$ cat config.mk
export PLATFORM = sky130hd
export DESIGN_NAME = stable_sorted_priority_queue
export DESIGN_NICKNAME = d
export VERILOG_FILES = /design/src/design/sspq_pkg.sv /design/src/design/stable_sorted_priority_queue.sv /design/src/design/sspq_cell.sv
export SDC_FILE = /design/constraint.sdc
export NUM_CORES = 2
export LEC_CHECK = 0
export BUFFER_PORTS_ARGS = -buffer_cell sky130_fd_sc_hd__buf_2
export CAP_MARGIN = 15
export CELL_PAD_IN_SITES_DETAIL_PLACEMENT = 1
export CELL_PAD_IN_SITES_GLOBAL_PLACEMENT = 1
export CORE_UTILIZATION = 55
export DETAILED_ROUTE_END_ITERATION = 6
export PLACE_DENSITY_LB_ADDON = 0.12
export SKIP_LAST_GASP = 1
export SYNTH_ARGS = -nofsm -noshare
export SYNTH_HDL_FRONTEND = slang
export SYNTH_SLANG_ARGS = --single-unit
$ cat constraint.sdc
create_clock -name clk -period 11.6 [get_ports clk]
set_input_delay 1.74 -clock clk [delete_from_list [all_inputs] [get_ports clk]]
set_output_delay 1.74 -clock clk [all_outputs]
set_load 0.02 [all_outputs]
$ cat src/design/sspq_pkg.sv
// Shared types and constants for the stable sorted priority queue.
package sspq_pkg;

	localparam int CAPACITY = 16;
	localparam int CNT_W    = $clog2(CAPACITY + 1);
	localparam int OCC_W    = 5;
	localparam int PAY_W    = 32;
	localparam int PRIO_W   = 16;
	localparam int CMD_W    = 2;
	localparam int IN_W     = 72;
	localparam int OUT_W    = 40;

	localparam logic [CMD_W-1:0] CMD_INSERT  = 2'd0;
	localparam logic [CMD_W-1:0] CMD_SERVE   = 2'd1;
	localparam logic [CMD_W-1:0] CMD_RELABEL = 2'd2;

	// one stored entry of the sorted row
	typedef struct packed {
		logic                     valid;
		logic signed [PRIO_W-1:0] prio;
		logic [PAY_W-1:0]         payload;
	} entry_t;

	// command broadcast to every cell
	typedef struct packed {
		logic                     insert;
		logic                     serve;
		logic                     relabel;
		logic signed [PRIO_W-1:0] prio;
		logic signed [PRIO_W-1:0] new_prio;
		logic [PAY_W-1:0]         payload;
	} cell_ctrl_t;

endpackage

$ cat src/design/stable_sorted_priority_queue.sv
// Top level of the stable sorted priority queue: a row of sorting cells and a result register.
//
// Usage:
//   Commands arrive as beats on the s_ channel; each accepted beat yields exactly
//   one result beat on the m_ channel. Commands: insert (payload, prio), serve
//   head, relabel (every held entry at prio becomes new_prio, order untouched).
//   Entries are held in descending priority; equal priorities leave in arrival
//   order. An insert into a full queue is dropped and flagged.
//   Latency: the result beat is valid the cycle after the command is accepted.
//   Throughput: one command per cycle while s_tready is high; all CAPACITY
//   cells compare and shift in parallel, the only serial path being the
//   insertion-point chain through the cells.
//   Stall: while the result register is full and m_tready is low, s_tready is
//   low; the result register frees itself as soon as its beat is taken.
//   Reset: arst_n clears the queue to empty and drops any pending result.
//   No clearing pass is needed; commands are taken from the first cycle.
module stable_sorted_priority_queue (
	input  logic                         clk,
	input  logic                         arst_n,
	input  logic                         s_tvalid,
	output logic                         s_tready,
	// cmd[1:0], payload[33:2], prio[49:34], new_prio[65:50], zero fill to 72
	input  logic [sspq_pkg::IN_W-1:0]    s_tdata,
	output logic                         m_tvalid,
	input  logic                         m_tready,
	// out_payload[31:0], out_valid[32], dropped[33], occupancy[38:34], zero fill
	output logic [sspq_pkg::OUT_W-1:0]   m_tdata
);
	import sspq_pkg::*;

	logic [CMD_W-1:0]         cmd;
	logic [PAY_W-1:0]         in_payload;
	logic signed [PRIO_W-1:0] in_prio;
	logic signed [PRIO_W-1:0] in_new_prio;
	logic                     accept;
	logic                     full;
	logic                     empty;
	cell_ctrl_t               ctrl;
	entry_t                   ent [CAPACITY];
	logic [CAPACITY:0]        done;
	logic [CNT_W-1:0]         count_q;
	logic [CNT_W-1:0]         count_d;
	logic                     m_tvalid_q;
	logic [OUT_W-1:0]         m_tdata_q;
	logic [PAY_W-1:0]         res_payload;
	logic                     res_valid;
	logic                     res_dropped;

	// unpack the command beat
	assign cmd         = s_tdata[1:0];
	assign in_payload  = s_tdata[33:2];
	assign in_prio     = s_tdata[49:34];
	assign in_new_prio = s_tdata[65:50];

	assign s_tready = !m_tvalid_q || m_tready;
	assign accept   = s_tvalid && s_tready;
	assign full     = (count_q == CNT_W'(CAPACITY));
	assign empty    = (count_q == '0);

	// broadcast the decoded command to the row
	always_comb begin
		ctrl.insert   = accept && (cmd == CMD_INSERT) && !full;
		ctrl.serve    = accept && (cmd == CMD_SERVE) && !empty;
		ctrl.relabel  = accept && (cmd == CMD_RELABEL);
		ctrl.prio     = in_prio;
		ctrl.new_prio = in_new_prio;
		ctrl.payload  = in_payload;
	end

	assign done[0] = 1'b0;

	// build the row of cells, head at index zero
	for (genvar i = 0; i < CAPACITY; i++) begin : g_cell
		entry_t left_e;
		entry_t right_e;
		if (i == 0) begin : g_head
			assign left_e = '0;
		end else begin : g_mid
			assign left_e = ent[i-1];
		end
		if (i == CAPACITY - 1) begin : g_tail
			assign right_e = '0;
		end else begin : g_body
			assign right_e = ent[i+1];
		end
		sspq_cell u_cell (
			.clk      (clk),
			.arst_n   (arst_n),
			.ctrl     (ctrl),
			.left     (left_e),
			.right    (right_e),
			.done_in  (done[i]),
			.done_out (done[i+1]),
			.ent      (ent[i])
		);
	end

	// advance the fill count and form the result
	always_comb begin
		count_d     = count_q;
		res_payload = '0;
		res_valid   = 1'b0;
		res_dropped = 1'b0;
		if (ctrl.insert) begin
			count_d = count_q + CNT_W'(1);
		end
		if (ctrl.serve) begin
			count_d     = count_q - CNT_W'(1);
			res_payload = ent[0].payload;
			res_valid   = 1'b1;
		end
		if (accept && (cmd == CMD_INSERT) && full) begin
			res_dropped = 1'b1;
		end
	end

	// hold count and result beat
	always_ff @(posedge clk or negedge arst_n) begin
		if (!arst_n) begin
			count_q    <= '0;
			m_tvalid_q <= 1'b0;
		end else begin
			count_q <= count_d;
			if (accept) begin
				m_tvalid_q <= 1'b1;
			end else if (m_tready) begin
				m_tvalid_q <= 1'b0;
			end
		end
	end

	always_ff @(posedge clk) begin
		if (accept) begin
			m_tdata_q <= {1'b0, OCC_W'(count_d), res_dropped, res_valid, res_payload};
		end
	end

	assign m_tvalid = m_tvalid_q;
	assign m_tdata  = m_tdata_q;

endmodule

$ cat src/design/sspq_cell.sv
// One compare-and-shift cell of the sorted row.
module sspq_cell (
	input  logic                clk,
	input  logic                arst_n,
	input  sspq_pkg::cell_ctrl_t ctrl,
	input  sspq_pkg::entry_t    left,
	input  sspq_pkg::entry_t    right,
	input  logic                done_in,
	output logic                done_out,
	output sspq_pkg::entry_t    ent
);
	import sspq_pkg::*;

	logic                     valid_q;
	logic signed [PRIO_W-1:0] prio_q;
	logic [PAY_W-1:0]         payload_q;
	entry_t                   ent_q;
	entry_t                   ent_d;
	logic                     take;

	assign ent_q = {valid_q, prio_q, payload_q};

	// claim the new entry here if empty or holding a strictly lower priority
	assign take     = !ent_q.valid || (ent_q.prio < ctrl.prio);
	assign done_out = done_in || take;
	assign ent      = ent_q;

	// pick next contents: shift in from the left, place, pull from the right, relabel
	always_comb begin
		ent_d = ent_q;
		if (ctrl.insert) begin
			if (done_in) begin
				ent_d = left;
			end else if (take) begin
				ent_d.valid   = 1'b1;
				ent_d.prio    = ctrl.prio;
				ent_d.payload = ctrl.payload;
			end
		end else if (ctrl.serve) begin
			ent_d = right;
		end else if (ctrl.relabel) begin
			if (ent_q.valid && (ent_q.prio == ctrl.prio)) begin
				ent_d.prio = ctrl.new_prio;
			end
		end
	end

	// hold occupancy flag under reset
	always_ff @(posedge clk or negedge arst_n) begin
		if (!arst_n) begin
			valid_q <= 1'b0;
		end else begin
			valid_q <= ent_d.valid;
		end
	end

	// data needs no reset
	always_ff @(posedge clk) begin
		prio_q    <= ent_d.prio;
		payload_q <= ent_d.payload;
	end

endmodule
==> qor.txt <==
post-CTS setup buffers -> 0
die height -> 295 um
Initial DRC Count -> 3042
IO Port Bufs -> 110
post-synthesis simple-gate area fraction -> 10.2%
initial antenna violation count -> 7
register area share after synthesis -> 52.3%
leading cell types by count after synthesis -> edfxtp_1, nand2_1, mux2i_1
final setup fails -> 0
Worst-path clk slew -> 0.06 ns
die area -> 0.0873 mm2
vias in the first global route -> 37300
CP Capture Type -> flip-flop
hold buffers post-CTS -> 0
WP data arrival -> 7.27 ns
most frequent cell after synthesis -> edfxtp_1
drt drc -> 0
status -> completed
root buf cell -> clkbuf_16
Routed wire per std cell -> 26.9 um
htree depth -> 3
clock buffer count from CTS -> 93
global-route wire length before repair -> 225000 um
DIE WIDTH -> 295 um
final hold slack -> 0.528 ns
ys flop type -> edfxtp_1
overall routing resource usage -> 34.0%
Syn Nets -> 4758
synth top area cells -> edfxtp_1, mux2i_1, ha_1, nand2_1, a21oi_1
Vias/cell -> 6.49
Max Slew Vio Count -> 0
Netlist cell types -> 78
post-layout min period -> 7.00 ns
share of layout cells above drive strength 1 -> 8.10%
router iterations before antenna repair -> 5
initial core utilization -> 55.6%
async set or reset register ratio after synthesis -> 2.65%
final hold viol count -> 0
Worst-Margin Slew -> 1.18 ns
cell taking the most area after synthesis -> edfxtp_1
clk sink count -> 829
unrepaired setup endpoints after global routing -> no
Synth Instances -> 4424
largest family of logic cells by synthesized area -> compound AO/OA/AOI/OAI gates
nets@finish -> 4671
Post-Syn Area per Cell -> 10.7 um2
Overflow after GRT -> 0
Fmax -> 143 MHz
power per cell area -> 158 mW/mm2
area grow syn2layout -> 8.76%
Final Cycle Share -> 60.4%
Post-Route WL -> 149000 um
P_leak -> 20.3 nW
Worst setup SP type -> input port
CTS tree -> done
vias -> 36000
core area -> 0.0853 mm2
Post-DP HPWL -> 96500 um
total number of yosys warnings -> 0
post-synthesis adder-cell area fraction -> 6.81%
Final GP Congestion -> 0.889
site row count -> 107
#FFs+latches synth -> 829
largest net degree at the start of global routing -> 238
slew margin rel. -> 21.5%
clock tree buffer depth -> 3
final antenna-violating net count -> 0
clock latency on the worst-skew pair -> 0.67 ns
Synth Area in Compound Gates -> 14.5%
maximum vdd drop -> 134 uV
clk_skew -> 0.0310 ns
crit-path max FO -> 33
Worst Path Required -> 11.87 ns
TNS Setup -> 0 ns
mux share of post-synthesis cell area -> 12.2%
Hold Path Class -> reg2reg
Synth top area share -> 51.2%
max-cap violation count -> 0
Fillers -> 9006
Post-synth EDFFs -> 807
post-synthesis xor/xnor area fraction -> 0.0739%
Post-Syn Area -> 0.0474 mm2
Setup Crit Path Kind -> in2reg
IO Pins -> 118
CTS resizes -> 0
==> stage by stage <==
stage                     setup slack, ns  cells  cell area, um2  util, %  power, mW
after floorplan                      4.75   4424           47400        -       4.76
after global placement               4.19   5386           48700     57.1       5.22
after detailed placement             4.03   5386           48700     57.1       5.30
after CTS                            4.65   5550           51500     60.4       8.14
after global routing                 4.49   5553           51500     60.4       8.41
final                                4.60   5556           51500     60.4       8.13
==> where the power goes <==
part | leakage [nW] | switching, mW | internal, mW
combinational | 11.2 | 0.978 | 0.495
sequential | 7.75 | 0.191 | 3.62
clock | 1.38 | 1.26 | 1.59
==> final timing paths <==
check / to / slack, ns / startpoint / cells after the start
min in group asynchronous: g_cell[14].u_cell.valid_q / 1.14 / arst_n / 1
min reg2reg: g_cell[14].u_cell.payload_q[15] / 0.53 / g_cell[15].u_cell.payload_q[15] / 2
max reg2reg: g_cell[15].u_cell.prio_q[15] / 6.05 / g_cell[0].u_cell.prio_q[15] / 12
min: g_cell[14].u_cell.payload_q[15] / 0.53 / g_cell[15].u_cell.payload_q[15] / 2
max in group asynchronous: g_cell[4].u_cell.valid_q / 9.97 / arst_n / 1
max: g_cell[15].u_cell.prio_q[15] / 4.60 / s_tdata[41] / 15
==> metal layers <==
| metal | up-vias | GRT usage, % | wire length (um) |
|---|---|---|---|
| met2 | 1224 | 56.7 | 71900 |
| met5 | - | 0 | 13 |
| met4 | 2 | 13.1 | 5600 |
| met1 | 18200 | 44.7 | 62500 |
| met3 | 282 | 5.01 | 9470 |
| li1 | 16300 | - | - |
==> worst max-delay path, cell delays in order <==
cell and delay, ns:
buf_2 0.33, inv_1 0.40, buf_4 0.31, ha_1 0.31, nand2_1 0.08, nor4_1 0.52
a21boi_1 0.39, nor2_1 0.15, o221a_4 0.34, and3_1 0.41, nand4_1 0.21, buf_4 0.51
o31a_2 0.23, buf_4 0.50, a31o_1 0.78
==> cells by family after synthesis <==
| logic type | after synthesis |
|---|---|
| compound gates | 1209 |
| flops | 829 |
| other cells | 1 |
| mux | 579 |
| xor+xnor | 4 |
| simple gates | 1108 |
| fa+ha+maj | 258 |
| buf+inv | 436 |
==> state kept, by name (all words and copies together), names as in the netlist <==
register,flops
g_cell.u_cell.valid_q,16
g_cell.u_cell.prio_q,256
g_cell.u_cell.payload_q,512
m_tvalid,1
count_q,5
m_tdata,39
==> area by class of cell <==
class                      instances  area [um2]  share of cell area, %
timing repair buffer             192        1200                   2.34
tap                             1144        1430                   2.78
inverter                          62         240                  0.466
antenna                            6        15.0                 0.0291
sequential                       829       24800                   48.1
clock buffer                     124        2470                   4.80
multi-input combinational       3159       21000                   40.8
clock inverter                    40         352                  0.682
==> cell usage in the layout, fill, tap and decap left out, types with 29 or more instances in the layout <==
cell,instances
ha_1,258
buf_4,79
a21oi_1,311
mux2i_1,579
nand2_1,745
buf_2,110
a21o_1,29
o21ai_1,301
and2_1,34
clkbuf_16,93
inv_1,58
edfxtp_1,807
nand4_1,47
nor2_1,73
o211ai_1,77
o21ai_0,320
nand3_1,93
Note: power is estimated with default switching activity, not from simulation.
